`src/design/mvbt_pkg.sv`:
```
// shared types and constants of the motion vector box tracker
`timescale 1ns / 1ps

package mvbt_pkg;

    // fixed field widths
    localparam int BLK_W   = 10;
    localparam int VEC_W   = 16;
    localparam int FRAME_W = 32;
    localparam int DIM_W   = 12;
    localparam int POS_W   = 24;
    localparam int SUM_W   = 36;
    localparam int CNT_W   = 20;
    localparam int ID_W    = 32;
    localparam int GAP_W   = 16;
    localparam int SRC_W   = 2;
    localparam int APB_DW  = 32;
    localparam int APB_AW  = 3;

    localparam logic [CNT_W-1:0] COUNT_MAX = {CNT_W{1'b1}};
    localparam logic [POS_W-1:0] POS_MAX   = {1'b0, {(POS_W-1){1'b1}}};
    localparam logic [POS_W-1:0] POS_MIN   = {1'b1, {(POS_W-1){1'b0}}};

    // configuration register index
    typedef enum logic [0:0] {
        REG_SEARCH_GAP  = 1'b0,
        REG_CONFIRM_GAP = 1'b1
    } cfg_reg_t;

    // where an output box came from
    typedef enum logic [SRC_W-1:0] {
        SRC_NEW     = 2'd0,
        SRC_REFRESH = 2'd1,
        SRC_MOTION  = 2'd2
    } box_src_t;

    // controller states
    typedef enum logic [1:0] {
        ST_IDLE,
        ST_DIVIDE,
        ST_UPDATE
    } ctrl_state_t;

    // commands from controller to datapath
    typedef struct packed {
        logic     motion;
        logic     set_last;
        logic     drop;
        logic     load_box;
        logic     new_track;
        logic     div_start;
        logic     div_step;
        logic     move;
        logic     emit;
        box_src_t src;
    } ctrl_cmd_t;

    // status from datapath to controller
    typedef struct packed {
        logic tracking;
        logic confirm_due;
        logic search_due;
        logic out_busy;
    } dp_status_t;

endpackage

```
`src/design/mvbt_ctrl.sv`:
```
// controller state machine of the motion vector box tracker
`timescale 1ns / 1ps

module mvbt_ctrl
    import mvbt_pkg::*;
#(
    parameter int STEPS = 42
)
(
    input  logic       clk,
    input  logic       rst_n,
    input  logic       in_valid,
    output logic       in_stall,
    input  logic       req_type,
    input  logic       det_found,
    input  dp_status_t status,
    output ctrl_cmd_t  cmd
);

    localparam int SC_W = (STEPS > 1) ? $clog2(STEPS) : 1;

    ctrl_state_t      state_reg, state_next;
    logic [SC_W-1:0]  step_cnt_reg, step_cnt_next;
    logic             step_last;
    logic             accept;
    logic             frame_acc;

    assign step_last = (step_cnt_reg == SC_W'(STEPS - 1));
    assign in_stall  = (state_reg != ST_IDLE) || (req_type && status.out_busy);
    assign accept    = in_valid && !in_stall;
    assign frame_acc = accept && req_type;

    // state and step counter registers
    always_ff @(posedge clk or negedge rst_n)
    begin
        if (!rst_n)
        begin
            state_reg    <= ST_IDLE;
            step_cnt_reg <= '0;
        end
        else
        begin
            state_reg    <= state_next;
            step_cnt_reg <= step_cnt_next;
        end
    end

    // next state
    always_comb
    begin
        state_next    = state_reg;
        step_cnt_next = step_cnt_reg;
        unique case (state_reg)
            ST_IDLE:
            begin
                step_cnt_next = '0;
                if (frame_acc && status.tracking && !status.confirm_due)
                begin
                    state_next = ST_DIVIDE;
                end
            end
            ST_DIVIDE:
            begin
                step_cnt_next = step_cnt_reg + SC_W'(1);
                if (step_last)
                begin
                    state_next = ST_UPDATE;
                end
            end
            ST_UPDATE:
            begin
                state_next = ST_IDLE;
            end
            default:
            begin
                state_next = ST_IDLE;
            end
        endcase
    end

    // command outputs
    always_comb
    begin
        cmd        = '0;
        cmd.src    = SRC_NEW;
        cmd.motion = accept && !req_type;
        unique case (state_reg)
            ST_IDLE:
            begin
                if (frame_acc)
                begin
                    if (status.tracking)
                    begin
                        if (status.confirm_due)
                        begin
                            cmd.set_last = 1'b1;
                            cmd.drop     = !det_found;
                            cmd.load_box = det_found;
                            cmd.emit     = det_found;
                            cmd.src      = SRC_REFRESH;
                        end
                        else
                        begin
                            cmd.div_start = 1'b1;
                        end
                    end
                    else if (status.search_due)
                    begin
                        cmd.set_last  = 1'b1;
                        cmd.load_box  = det_found;
                        cmd.new_track = det_found;
                        cmd.emit      = det_found;
                        cmd.src       = SRC_NEW;
                    end
                end
            end
            ST_DIVIDE:
            begin
                cmd.div_step = 1'b1;
            end
            ST_UPDATE:
            begin
                cmd.move = 1'b1;
                cmd.emit = 1'b1;
                cmd.src  = SRC_MOTION;
            end
            default:
            begin
                cmd.motion = 1'b0;
            end
        endcase
    end

    // no motion sample is taken while a frame transaction is in the divider
    assert property (@(posedge clk) disable iff (!rst_n)
        (state_reg != ST_IDLE) |-> !cmd.motion)
        else $error("motion sample accepted while busy");

    // the divider hands over to the box update after its last step
    assert property (@(posedge clk) disable iff (!rst_n)
        (state_reg == ST_DIVIDE && step_last) |=> (state_reg == ST_UPDATE))
        else $error("divider did not hand over to update");

endmodule

```
`src/design/mvbt_datapath.sv`:
```
// datapath of the motion vector box tracker: box state, sums, divider, output register
`timescale 1ns / 1ps

module mvbt_datapath
    import mvbt_pkg::*;
#(
    parameter int FRAC_BITS    = 8,
    parameter int BLOCK_PIXELS = 4,
    parameter int STEPS        = 42
)
(
    input  logic                       clk,
    input  logic                       rst_n,
    input  ctrl_cmd_t                  cmd,
    output dp_status_t                 status,
    input  logic [GAP_W-1:0]           search_gap,
    input  logic [GAP_W-1:0]           confirm_gap,
    input  logic [BLK_W-1:0]           block_col,
    input  logic [BLK_W-1:0]           block_row,
    input  logic signed [VEC_W-1:0]    vec_x,
    input  logic signed [VEC_W-1:0]    vec_y,
    input  logic [FRAME_W-1:0]         frame_index,
    input  logic [DIM_W-1:0]           det_left,
    input  logic [DIM_W-1:0]           det_top,
    input  logic [DIM_W-1:0]           det_width,
    input  logic [DIM_W-1:0]           det_height,
    output logic                       out_valid,
    input  logic                       out_stall,
    output logic [ID_W-1:0]            track_id,
    output logic [FRAME_W-1:0]         out_frame,
    output logic signed [POS_W-1:0]    box_left,
    output logic signed [POS_W-1:0]    box_top,
    output logic [DIM_W-1:0]           box_width,
    output logic [DIM_W-1:0]           box_height,
    output logic [SRC_W-1:0]           box_source
);

    // pixel coordinate of a block corner and the signed compare width
    localparam int PIX_W = $clog2((1 << BLK_W) * BLOCK_PIXELS + 1);
    localparam int CW    = ((PIX_W + FRAC_BITS > POS_W) ? PIX_W + FRAC_BITS : POS_W) + 2;
    // dividend is |sum| * 2^FRAC / 4, quotient magnitude fits QW bits
    localparam int NW    = STEPS;
    localparam int QW    = 14 + FRAC_BITS;
    localparam int RW    = ((QW > POS_W) ? QW : POS_W) + 2;

    localparam logic signed [RW-1:0] R_MAX = RW'($signed(POS_MAX));
    localparam logic signed [RW-1:0] R_MIN = RW'($signed(POS_MIN));

    // tracker state
    logic                       tracking_reg, tracking_next;
    logic signed [POS_W-1:0]    cur_left_reg, cur_left_next;
    logic signed [POS_W-1:0]    cur_top_reg, cur_top_next;
    logic [DIM_W-1:0]           cur_width_reg, cur_width_next;
    logic [DIM_W-1:0]           cur_height_reg, cur_height_next;
    logic signed [SUM_W-1:0]    sum_x_reg, sum_x_next;
    logic signed [SUM_W-1:0]    sum_y_reg, sum_y_next;
    logic [CNT_W-1:0]           count_reg, count_next;
    logic [FRAME_W-1:0]         last_search_reg, last_search_next;
    logic [ID_W-1:0]            cur_id_reg, cur_id_next;
    logic [ID_W-1:0]            next_id_reg, next_id_next;
    logic [FRAME_W-1:0]         pend_frame_reg, pend_frame_next;

    // divider lanes
    logic [NW-1:0]              num_x_reg, num_x_next;
    logic [NW-1:0]              num_y_reg, num_y_next;
    logic [CNT_W-1:0]           rem_x_reg, rem_x_next;
    logic [CNT_W-1:0]           rem_y_reg, rem_y_next;
    logic                       neg_x_reg, neg_x_next;
    logic                       neg_y_reg, neg_y_next;

    // output register
    logic                       out_valid_reg, out_valid_next;
    logic [ID_W-1:0]            track_id_reg, track_id_next;
    logic [FRAME_W-1:0]         out_frame_reg, out_frame_next;
    logic signed [POS_W-1:0]    box_left_reg, box_left_next;
    logic signed [POS_W-1:0]    box_top_reg, box_top_next;
    logic [DIM_W-1:0]           box_width_reg, box_width_next;
    logic [DIM_W-1:0]           box_height_reg, box_height_next;
    logic [SRC_W-1:0]           box_source_reg, box_source_next;

    logic [FRAME_W-1:0]         diff;
    logic [PIX_W-1:0]           px0, px1, py0, py1;
    logic signed [CW-1:0]       sx0, sx1, sy0, sy1;
    logic signed [CW-1:0]       lim_l, lim_r, lim_t, lim_b;
    logic                       x_in, y_in, hit, add_ok;
    logic signed [POS_W-1:0]    ld_left, ld_top, mv_left, mv_top;
    logic [SUM_W-1:0]           mag_x, mag_y;
    logic [CNT_W:0]             trial_x, trial_y;
    logic [CNT_W:0]             diff_x, diff_y;

    // saturated edge from a detected pixel edge
    function automatic logic signed [POS_W-1:0] sat_edge(input logic [DIM_W-1:0] e);
        logic [31:0] w;
        w = 32'(e) << FRAC_BITS;
        return (w > 32'(POS_MAX)) ? POS_MAX : w[POS_W-1:0];
    endfunction

    // box moved against the mean vector, saturated
    function automatic logic signed [POS_W-1:0] move_edge(
        input logic signed [POS_W-1:0] cur,
        input logic [NW-1:0]           q,
        input logic                    neg
    );
        logic signed [RW-1:0] shift;
        logic signed [RW-1:0] v;
        shift = $signed(RW'(q[QW-1:0]));
        if (neg)
        begin
            shift = -shift;
        end
        v = RW'(cur) - shift;
        if (v > R_MAX)
        begin
            return POS_MAX;
        end
        else if (v < R_MIN)
        begin
            return POS_MIN;
        end
        return v[POS_W-1:0];
    endfunction

    // frame distance and hysteresis status
    assign diff                = frame_index - last_search_reg;
    assign status.tracking     = tracking_reg;
    assign status.confirm_due  = (diff >= FRAME_W'(confirm_gap)) || (count_reg == '0);
    assign status.search_due   = (diff >= FRAME_W'(search_gap));
    assign status.out_busy     = out_valid_reg;

    // block corner test against the box, bounds inclusive
    assign px0   = PIX_W'(block_col) * PIX_W'(BLOCK_PIXELS);
    assign py0   = PIX_W'(block_row) * PIX_W'(BLOCK_PIXELS);
    assign px1   = px0 + PIX_W'(BLOCK_PIXELS);
    assign py1   = py0 + PIX_W'(BLOCK_PIXELS);
    assign sx0   = $signed(CW'({px0, {FRAC_BITS{1'b0}}}));
    assign sx1   = $signed(CW'({px1, {FRAC_BITS{1'b0}}}));
    assign sy0   = $signed(CW'({py0, {FRAC_BITS{1'b0}}}));
    assign sy1   = $signed(CW'({py1, {FRAC_BITS{1'b0}}}));
    assign lim_l = CW'(cur_left_reg);
    assign lim_t = CW'(cur_top_reg);
    assign lim_r = lim_l + $signed(CW'({cur_width_reg, {FRAC_BITS{1'b0}}}));
    assign lim_b = lim_t + $signed(CW'({cur_height_reg, {FRAC_BITS{1'b0}}}));
    assign x_in  = (sx0 >= lim_l && sx0 <= lim_r) || (sx1 >= lim_l && sx1 <= lim_r);
    assign y_in  = (sy0 >= lim_t && sy0 <= lim_b) || (sy1 >= lim_t && sy1 <= lim_b);
    assign hit   = x_in && y_in;
    assign add_ok = cmd.motion && tracking_reg && (count_reg != COUNT_MAX) && hit;

    // new box candidates
    assign ld_left = sat_edge(det_left);
    assign ld_top  = sat_edge(det_top);
    assign mv_left = move_edge(cur_left_reg, num_x_reg, neg_x_reg);
    assign mv_top  = move_edge(cur_top_reg, num_y_reg, neg_y_reg);

    // divider operand magnitudes and one restoring step per lane
    assign mag_x   = sum_x_reg[SUM_W-1] ? SUM_W'(-sum_x_reg) : SUM_W'(sum_x_reg);
    assign mag_y   = sum_y_reg[SUM_W-1] ? SUM_W'(-sum_y_reg) : SUM_W'(sum_y_reg);
    assign trial_x = {rem_x_reg, num_x_reg[NW-1]};
    assign trial_y = {rem_y_reg, num_y_reg[NW-1]};
    assign diff_x  = trial_x - {1'b0, count_reg};
    assign diff_y  = trial_y - {1'b0, count_reg};

    // next state of tracker, divider and output
    always_comb
    begin
        tracking_next    = tracking_reg;
        cur_left_next    = cur_left_reg;
        cur_top_next     = cur_top_reg;
        cur_width_next   = cur_width_reg;
        cur_height_next  = cur_height_reg;
        sum_x_next       = sum_x_reg;
        sum_y_next       = sum_y_reg;
        count_next       = count_reg;
        last_search_next = last_search_reg;
        cur_id_next      = cur_id_reg;
        next_id_next     = next_id_reg;
        pend_frame_next  = pend_frame_reg;
        num_x_next       = num_x_reg;
        num_y_next       = num_y_reg;
        rem_x_next       = rem_x_reg;
        rem_y_next       = rem_y_reg;
        neg_x_next       = neg_x_reg;
        neg_y_next       = neg_y_reg;
        out_valid_next   = out_valid_reg && out_stall;
        track_id_next    = track_id_reg;
        out_frame_next   = out_frame_reg;
        box_left_next    = box_left_reg;
        box_top_next     = box_top_reg;
        box_width_next   = box_width_reg;
        box_height_next  = box_height_reg;
        box_source_next  = box_source_reg;

        // motion sample accumulation
        if (add_ok)
        begin
            sum_x_next = sum_x_reg + SUM_W'(vec_x);
            sum_y_next = sum_y_reg + SUM_W'(vec_y);
            count_next = count_reg + CNT_W'(1);
        end

        if (cmd.set_last)
        begin
            last_search_next = frame_index;
        end
        if (cmd.drop)
        begin
            tracking_next = 1'b0;
        end
        if (cmd.new_track)
        begin
            tracking_next = 1'b1;
            cur_id_next   = next_id_reg;
            next_id_next  = next_id_reg + ID_W'(1);
        end

        // box reload from the detector
        if (cmd.load_box)
        begin
            cur_left_next   = ld_left;
            cur_top_next    = ld_top;
            cur_width_next  = det_width;
            cur_height_next = det_height;
            sum_x_next      = '0;
            sum_y_next      = '0;
            count_next      = '0;
        end

        // divider start and steps
        if (cmd.div_start)
        begin
            pend_frame_next = frame_index;
            neg_x_next      = sum_x_reg[SUM_W-1];
            neg_y_next      = sum_y_reg[SUM_W-1];
            num_x_next      = NW'({mag_x, {(FRAC_BITS-2){1'b0}}});
            num_y_next      = NW'({mag_y, {(FRAC_BITS-2){1'b0}}});
            rem_x_next      = '0;
            rem_y_next      = '0;
        end
        if (cmd.div_step)
        begin
            if (!diff_x[CNT_W])
            begin
                rem_x_next = diff_x[CNT_W-1:0];
                num_x_next = {num_x_reg[NW-2:0], 1'b1};
            end
            else
            begin
                rem_x_next = trial_x[CNT_W-1:0];
                num_x_next = {num_x_reg[NW-2:0], 1'b0};
            end
            if (!diff_y[CNT_W])
            begin
                rem_y_next = diff_y[CNT_W-1:0];
                num_y_next = {num_y_reg[NW-2:0], 1'b1};
            end
            else
            begin
                rem_y_next = trial_y[CNT_W-1:0];
                num_y_next = {num_y_reg[NW-2:0], 1'b0};
            end
        end

        // box move by the mean vector
        if (cmd.move)
        begin
            cur_left_next = mv_left;
            cur_top_next  = mv_top;
            sum_x_next    = '0;
            sum_y_next    = '0;
            count_next    = '0;
        end

        // output transaction
        if (cmd.emit)
        begin
            out_valid_next  = 1'b1;
            track_id_next   = cmd.new_track ? next_id_reg : cur_id_reg;
            out_frame_next  = cmd.move ? pend_frame_reg : frame_index;
            box_left_next   = cur_left_next;
            box_top_next    = cur_top_next;
            box_width_next  = cur_width_next;
            box_height_next = cur_height_next;
            box_source_next = cmd.src;
        end
    end

    // registers cleared by reset
    always_ff @(posedge clk or negedge rst_n)
    begin
        if (!rst_n)
        begin
            tracking_reg    <= 1'b0;
            sum_x_reg       <= '0;
            sum_y_reg       <= '0;
            count_reg       <= '0;
            last_search_reg <= '0;
            next_id_reg     <= '0;
            out_valid_reg   <= 1'b0;
        end
        else
        begin
            tracking_reg    <= tracking_next;
            sum_x_reg       <= sum_x_next;
            sum_y_reg       <= sum_y_next;
            count_reg       <= count_next;
            last_search_reg <= last_search_next;
            next_id_reg     <= next_id_next;
            out_valid_reg   <= out_valid_next;
        end
    end

    // payload registers
    always_ff @(posedge clk)
    begin
        cur_left_reg    <= cur_left_next;
        cur_top_reg     <= cur_top_next;
        cur_width_reg   <= cur_width_next;
        cur_height_reg  <= cur_height_next;
        cur_id_reg      <= cur_id_next;
        pend_frame_reg  <= pend_frame_next;
        num_x_reg       <= num_x_next;
        num_y_reg       <= num_y_next;
        rem_x_reg       <= rem_x_next;
        rem_y_reg       <= rem_y_next;
        neg_x_reg       <= neg_x_next;
        neg_y_reg       <= neg_y_next;
        track_id_reg    <= track_id_next;
        out_frame_reg   <= out_frame_next;
        box_left_reg    <= box_left_next;
        box_top_reg     <= box_top_next;
        box_width_reg   <= box_width_next;
        box_height_reg  <= box_height_next;
        box_source_reg  <= box_source_next;
    end

    assign out_valid  = out_valid_reg;
    assign track_id   = track_id_reg;
    assign out_frame  = out_frame_reg;
    assign box_left   = box_left_reg;
    assign box_top    = box_top_reg;
    assign box_width  = box_width_reg;
    assign box_height = box_height_reg;
    assign box_source = box_source_reg;

    // a new result never overwrites one that still waits
    assert property (@(posedge clk) disable iff (!rst_n)
        cmd.emit |-> !out_valid_reg)
        else $error("result register overwritten");

    // the divider only starts with samples on hand
    assert property (@(posedge clk) disable iff (!rst_n)
        cmd.div_start |-> (tracking_reg && count_reg != '0))
        else $error("divide started without samples");

endmodule

```
`src/design/motion_vector_box_tracker_core.sv`:
```
// top level of the motion vector box tracker
`timescale 1ns / 1ps

// Motion vector box tracker. Input transactions (in_valid / in_stall) carry
// either a motion sample (req_type 0) or a frame boundary with a detector
// result (req_type 1). Result transactions (out_valid / out_stall) carry one
// box per frame boundary that yields one; motion samples never give a result.
// Motion samples are taken one per cycle, also while a result waits, except
// while a box move runs. A frame boundary that starts, refreshes or drops a
// track is taken and any result it yields is valid the next cycle. A frame
// boundary that moves the box by the mean vector runs a restoring divider, one
// quotient bit per cycle on both axes at once, FRAC_BITS + 34 steps; in_stall
// stays high through the divide steps and the update state, and the result is
// registered in the update state.
// A frame boundary is held off while a result still waits at the output.
// The output register holds its transaction stable while out_stall is high.
// Reset clears the track, the sums, the next track id and both gap registers.
// Gap registers sit on the APB port: search_gap at 0x0, confirm_gap at 0x4.

module motion_vector_box_tracker_core
    import mvbt_pkg::*;
#(
    parameter int FRAC_BITS    = 8,
    parameter int BLOCK_PIXELS = 4
)
(
    input  logic                     clk,
    input  logic                     rst_n,
    input  logic                     psel,
    input  logic                     penable,
    input  logic                     pwrite,
    input  logic [APB_AW-1:0]        paddr,
    input  logic [APB_DW-1:0]        pwdata,
    output logic [APB_DW-1:0]        prdata,
    output logic                     pready,
    input  logic                     in_valid,
    output logic                     in_stall,
    input  logic                     req_type,
    input  logic [BLK_W-1:0]         block_col,
    input  logic [BLK_W-1:0]         block_row,
    input  logic signed [VEC_W-1:0]  vec_x,
    input  logic signed [VEC_W-1:0]  vec_y,
    input  logic [FRAME_W-1:0]       frame_index,
    input  logic                     det_found,
    input  logic [DIM_W-1:0]         det_left,
    input  logic [DIM_W-1:0]         det_top,
    input  logic [DIM_W-1:0]         det_width,
    input  logic [DIM_W-1:0]         det_height,
    output logic                     out_valid,
    input  logic                     out_stall,
    output logic [ID_W-1:0]          track_id,
    output logic [FRAME_W-1:0]       out_frame,
    output logic signed [POS_W-1:0]  box_left,
    output logic signed [POS_W-1:0]  box_top,
    output logic [DIM_W-1:0]         box_width,
    output logic [DIM_W-1:0]         box_height,
    output logic [SRC_W-1:0]         box_source
);

    localparam int STEPS = SUM_W + FRAC_BITS - 2;

    logic [GAP_W-1:0] search_gap_reg, search_gap_next;
    logic [GAP_W-1:0] confirm_gap_reg, confirm_gap_next;
    logic             cfg_write;
    cfg_reg_t         cfg_sel;
    ctrl_cmd_t        cmd;
    dp_status_t       status;

    // apb register access
    assign pready    = 1'b1;
    assign cfg_write = psel && penable && pwrite;
    assign cfg_sel   = cfg_reg_t'(paddr[2]);

    always_comb
    begin
        search_gap_next  = search_gap_reg;
        confirm_gap_next = confirm_gap_reg;
        prdata           = '0;
        unique case (cfg_sel)
            REG_SEARCH_GAP:
            begin
                prdata = APB_DW'(search_gap_reg);
                if (cfg_write)
                begin
                    search_gap_next = pwdata[GAP_W-1:0];
                end
            end
            REG_CONFIRM_GAP:
            begin
                prdata = APB_DW'(confirm_gap_reg);
                if (cfg_write)
                begin
                    confirm_gap_next = pwdata[GAP_W-1:0];
                end
            end
            default:
            begin
                prdata = '0;
            end
        endcase
    end

    always_ff @(posedge clk or negedge rst_n)
    begin
        if (!rst_n)
        begin
            search_gap_reg  <= '0;
            confirm_gap_reg <= '0;
        end
        else
        begin
            search_gap_reg  <= search_gap_next;
            confirm_gap_reg <= confirm_gap_next;
        end
    end

    // controller
    mvbt_ctrl #(
        .STEPS (STEPS)
    ) u_ctrl (
        .clk       (clk),
        .rst_n     (rst_n),
        .in_valid  (in_valid),
        .in_stall  (in_stall),
        .req_type  (req_type),
        .det_found (det_found),
        .status    (status),
        .cmd       (cmd)
    );

    // datapath
    mvbt_datapath #(
        .FRAC_BITS    (FRAC_BITS),
        .BLOCK_PIXELS (BLOCK_PIXELS),
        .STEPS        (STEPS)
    ) u_datapath (
        .clk         (clk),
        .rst_n       (rst_n),
        .cmd         (cmd),
        .status      (status),
        .search_gap  (search_gap_reg),
        .confirm_gap (confirm_gap_reg),
        .block_col   (block_col),
        .block_row   (block_row),
        .vec_x       (vec_x),
        .vec_y       (vec_y),
        .frame_index (frame_index),
        .det_left    (det_left),
        .det_top     (det_top),
        .det_width   (det_width),
        .det_height  (det_height),
        .out_valid   (out_valid),
        .out_stall   (out_stall),
        .track_id    (track_id),
        .out_frame   (out_frame),
        .box_left    (box_left),
        .box_top     (box_top),
        .box_width   (box_width),
        .box_height  (box_height),
        .box_source  (box_source)
    );

endmodule

```
`config.mk`:
```
export PLATFORM = sky130hd
export DESIGN_NAME = motion_vector_box_tracker_core
export DESIGN_NICKNAME = d
export VERILOG_FILES = /design/src/design/mvbt_pkg.sv /design/src/design/mvbt_ctrl.sv /design/src/design/mvbt_datapath.sv /design/src/design/motion_vector_box_tracker_core.sv
export SDC_FILE = /design/constraint.sdc
export NUM_CORES = 2
export LEC_CHECK = 0
export BUFFER_PORTS_ARGS = -buffer_cell sky130_fd_sc_hd__buf_2
export CORE_UTILIZATION = 40
export DETAILED_ROUTE_END_ITERATION = 12
export GPL_TIMING_DRIVEN = 0
export REMOVE_ABC_BUFFERS = 1
export SYNTH_ARGS = -nofsm -noshare
export SYNTH_HDL_FRONTEND = slang
export SYNTH_SLANG_ARGS = --single-unit
```
`constraint.sdc`:
```
create_clock -name clk -period 38.3 [get_ports clk]
set_input_delay 1.915 -clock clk [delete_from_list [all_inputs] [get_ports clk]]
set_output_delay 1.915 -clock clk [all_outputs]
set_load 0.05 [all_outputs]
```
==> results.py <==
metrics = {
    "sta": {
        "slew-limit-headroom": 0.1414,
        "drv_slew": 0,
        "hold_viol_final": 0,
        "tns_ps": 0,
        "min_period_ps": 7555,
        "fmax_mhz": 132.4,
        "layout_setup_ws_ps": 30750,
        "setup_violations": 0,
        "tightest_slew_ps": 1283,
        "finalClockSkew_ps": 22.18,
        "fin_crit_sh": 0.1973,
        "rsz0062_at_grt": "no",
    },
    "logic_synthesis": {
        "netlist_instances": 3963,
        "ys_dominant_reg_cell": "edfxtp_1",
        "yosys_warnings": 0,
        "synth-seq-cells": 598,
        "async_reset_ff_frac": 0.3311,
        "synth_edf_count": 296,
        "ys_seq_area_frac": 0.4119,
        "synthesis.area_um2": 38660,
        "syn_avg_cell_area_um2": 9.755,
        "synth_cell_types": 89,
    },
    "clocking": {
        "tritoncts": "built",
        "cts_hold_buffers": 0,
        "clk_path_buf_depth": 3,
        "cts_resized": 0,
        "clock-sinks": 598,
        "cts_buffers": 72,
        "insertion_delay_ps": 640,
        "post_cts.repair.setup_buffers": 0,
        "htreeDepth": 3,
        "cts_root_buf": "clkbuf_16",
        "clk_pin_slew_ps": 60,
    },
    "floorplan": {
        "die_y_um": 312.9,
        "dieArea_um2": 97900,
        "pin_count": 349,
        "core_um2": 95440,
        "die_w_um": 312.9,
        "initial_utilization": 0.4051,
        "row_count": 113,
    },
    "layout": {
        "final_common_cell": "nand2_1",
        "drive_gt1_frac": 0.1484,
        "finalCoreUtilization": 0.4638,
        "area_growth_pct": 14.50,
        "nNetsFinal": 4772,
        "nFillCells": 9099,
        "final_cell_mix": "nand2_1 (444), ha_1 (342), buf_2 (312)",
    },
    "global_route": {
        "grt_first_pass_wirelength_um": 157000,
        "antenna_found_initial": 1,
        "grt_max_degree": 110,
        "overflow": 0,
        "grt_pass1_vias": 29124,
        "grtUsageTotal": 0.1972,
    },
    "power_and_ir_drop": {
        "vdd_drop_max_mv": 0.02924,
        "p_per_area_nw_per_um2": 41.50,
        "leakagePower_nw": 19.46,
    },
    "critical_path": {
        "crit_fanout": 76,
        "worstPathArrival_ps": 7980,
        "start_kind": "input pin",
        "reg2reg_from": "u_datapath.last_search_reg[0]",
        "startpoint": "frame_index[0]",
        "end_kind": "flip-flop",
        "critical_path_class": "in -> reg",
        "required_ps": 38730,
    },
    "placement": {
        "dp_slack_ps": 30110,
        "hpwl_um": 72730,
        "gp_congestion": 0.8791,
        "portBuffers": 313,
    },
    "drt": {
        "drcViolationCount": 0,
        "antenna_left": 0,
        "drtIter0Drc": 1823,
        "routed_wl_um": 97920,
        "vias_per_cell": 5.415,
        "wire_per_inst_um": 17.58,
        "drt_pre_antenna_iters": 6,
        "vias": 30169,
    },
    "hold_path": {
        "hold_path_startpoint": "u_datapath.cur_id_reg[13]",
        "hp-class": "reg -> reg",
    },
    "run": {
        "max_cap_viol_count": 0,
    },
    "outcome": {
        "outcome": "complete, no violations",
    },
}
critical path, cell delays in order:
cell	delay, ps
buf_2	90
inv_1	60
ha_1	230
fa_1	420
nand2b_1	180
a211oi_1	480
nor2_1	100
o21ai_0	330
a21o_1	180
a21oi_1	80
xnor2_1	180
ha_1	210
a21o_1	150
a21o_1	170
a21oi_1	160
o21ai_0	140
a311oi_1	260
o21bai_1	140
nand4b_1	230
o21bai_4	560
and2_2	440
inv_8	260
buf_16	280
buf_16	270
o221ai_1	340
worst paths after layout:
| path | endpoint | slack, ps | cells after the start |
|---|---|---|---|
| max reg2reg | u_datapath.box_left[20] | 31820 | 23 |
| max | u_datapath.box_left[20] | 30750 | 25 |
| min in group asynchronous | u_datapath.last_search_reg[22] | 1070 | 1 |
| max in group asynchronous | u_datapath.sum_x_reg[5] | 36030 | 3 |
| min reg2reg | u_datapath.cur_id_reg[13] | 470 | 2 |
| min | u_datapath.cur_id_reg[13] | 470 | 2 |
layout make-up:
class,count,area [µm²],share of cell area
multi-input combinational,3050,21560,0.4870
sequential,598,15930,0.3598
timing repair buffer,338,2145,0.04845
clock buffer,105,2016,0.04554
tap,1265,1583,0.03576
inverter,185,704.4,0.01591
clock inverter,29,332.8,0.007519
antenna,1,2.502,0.00005653
where the power goes:
group	leakage (nW)	internal, mW	total (mW)	switching [mW]
registers	6.54	0.700	0.722	0.0222
logic	11.8	0.172	0.431	0.259
clock network	1.12	0.392	0.684	0.292
layer usage:
layer / vias to the layer above / global-route usage / share of wire
li1: 15119 / - / -
met1: 14399 / 0.2749 / 0.48
met2: 527 / 0.3218 / 0.46
met3: 122 / 0.02620 / 0.038
met4: 2 / 0.05033 / 0.020
met5: - / 0 / 0.00013
per-stage QoR:
step / std cells / cell area, µm² / hold slack [ps] / power [mW]
global route: 5570 / 44260 / 482.3 / 1.937
floorplan: 3833 / 38070 / 426.6 / 1.047
finish: 5571 / 44270 / 465.3 / 1.837
CTS: 5570 / 44260 / 470.4 / 1.859
detailed placement: 5436 / 41920 / 454.7 / 1.164
global placement: 5411 / 41220 / 443.0 / 1.154
Yosys cell counts, types with 8 or more instances:
library cell / number / area [µm²]
a211o_1: 9 / 78.83
or3_1: 28 / 175.2
a21boi_0: 12 / 90.09
a211oi_1: 25 / 187.7
o21ai_1: 11 / 55.05
o31ai_1: 51 / 382.9
o22ai_1: 67 / 419.2
nor3_1: 71 / 355.3
fa_1: 9 / 180.2
nor2b_1: 30 / 187.7
o41ai_1: 27 / 236.5
or4_1: 32 / 240.2
nand3_1: 97 / 485.5
buf_1: 13 / 48.80
ha_1: 342 / 4279
nor2_1: 260 / 975.9
o21a_1: 33 / 247.7
nand3b_1: 8 / 60.06
a21oi_1: 200 / 1001
or2_2: 16 / 100.1
and2_1: 33 / 206.5
edfxtp_1: 296 / 8889
o211ai_1: 15 / 112.6
xor2_1: 204 / 1787
a221oi_2: 10 / 150.1
mux2_2: 122 / 1374
buf_4: 17 / 127.6
dfrtp_1: 198 / 4955
and3_1: 28 / 175.2
o21bai_1: 31 / 232.7
nand4_1: 43 / 269.0
a21o_1: 95 / 713.2
nor4_1: 36 / 225.2
a221o_1: 13 / 130.1
nand2_1: 444 / 1667
o21ai_0: 250 / 1251
clkbuf_1: 99 / 371.6
nand2b_1: 40 / 250.2
inv_1: 184 / 690.7
mux2i_1: 47 / 470.5
dfxtp_1: 104 / 2082
buf_2: 13 / 65.06
a31oi_1: 22 / 137.6
a221oi_1: 18 / 157.7
xnor2_1: 134 / 1174
cells by family after synthesis:
logic type,after synthesis,share of synthesized area
compound gates,974,0.1658
mux,169,0.04770
fa+ha+maj,351,0.1153
flops,598,0.4119
buf+inv,330,0.03469
xor+xnor,339,0.07699
other cells,2,0.0001943
simple gates,1200,0.1474
(Power assumes the default switching activity.)
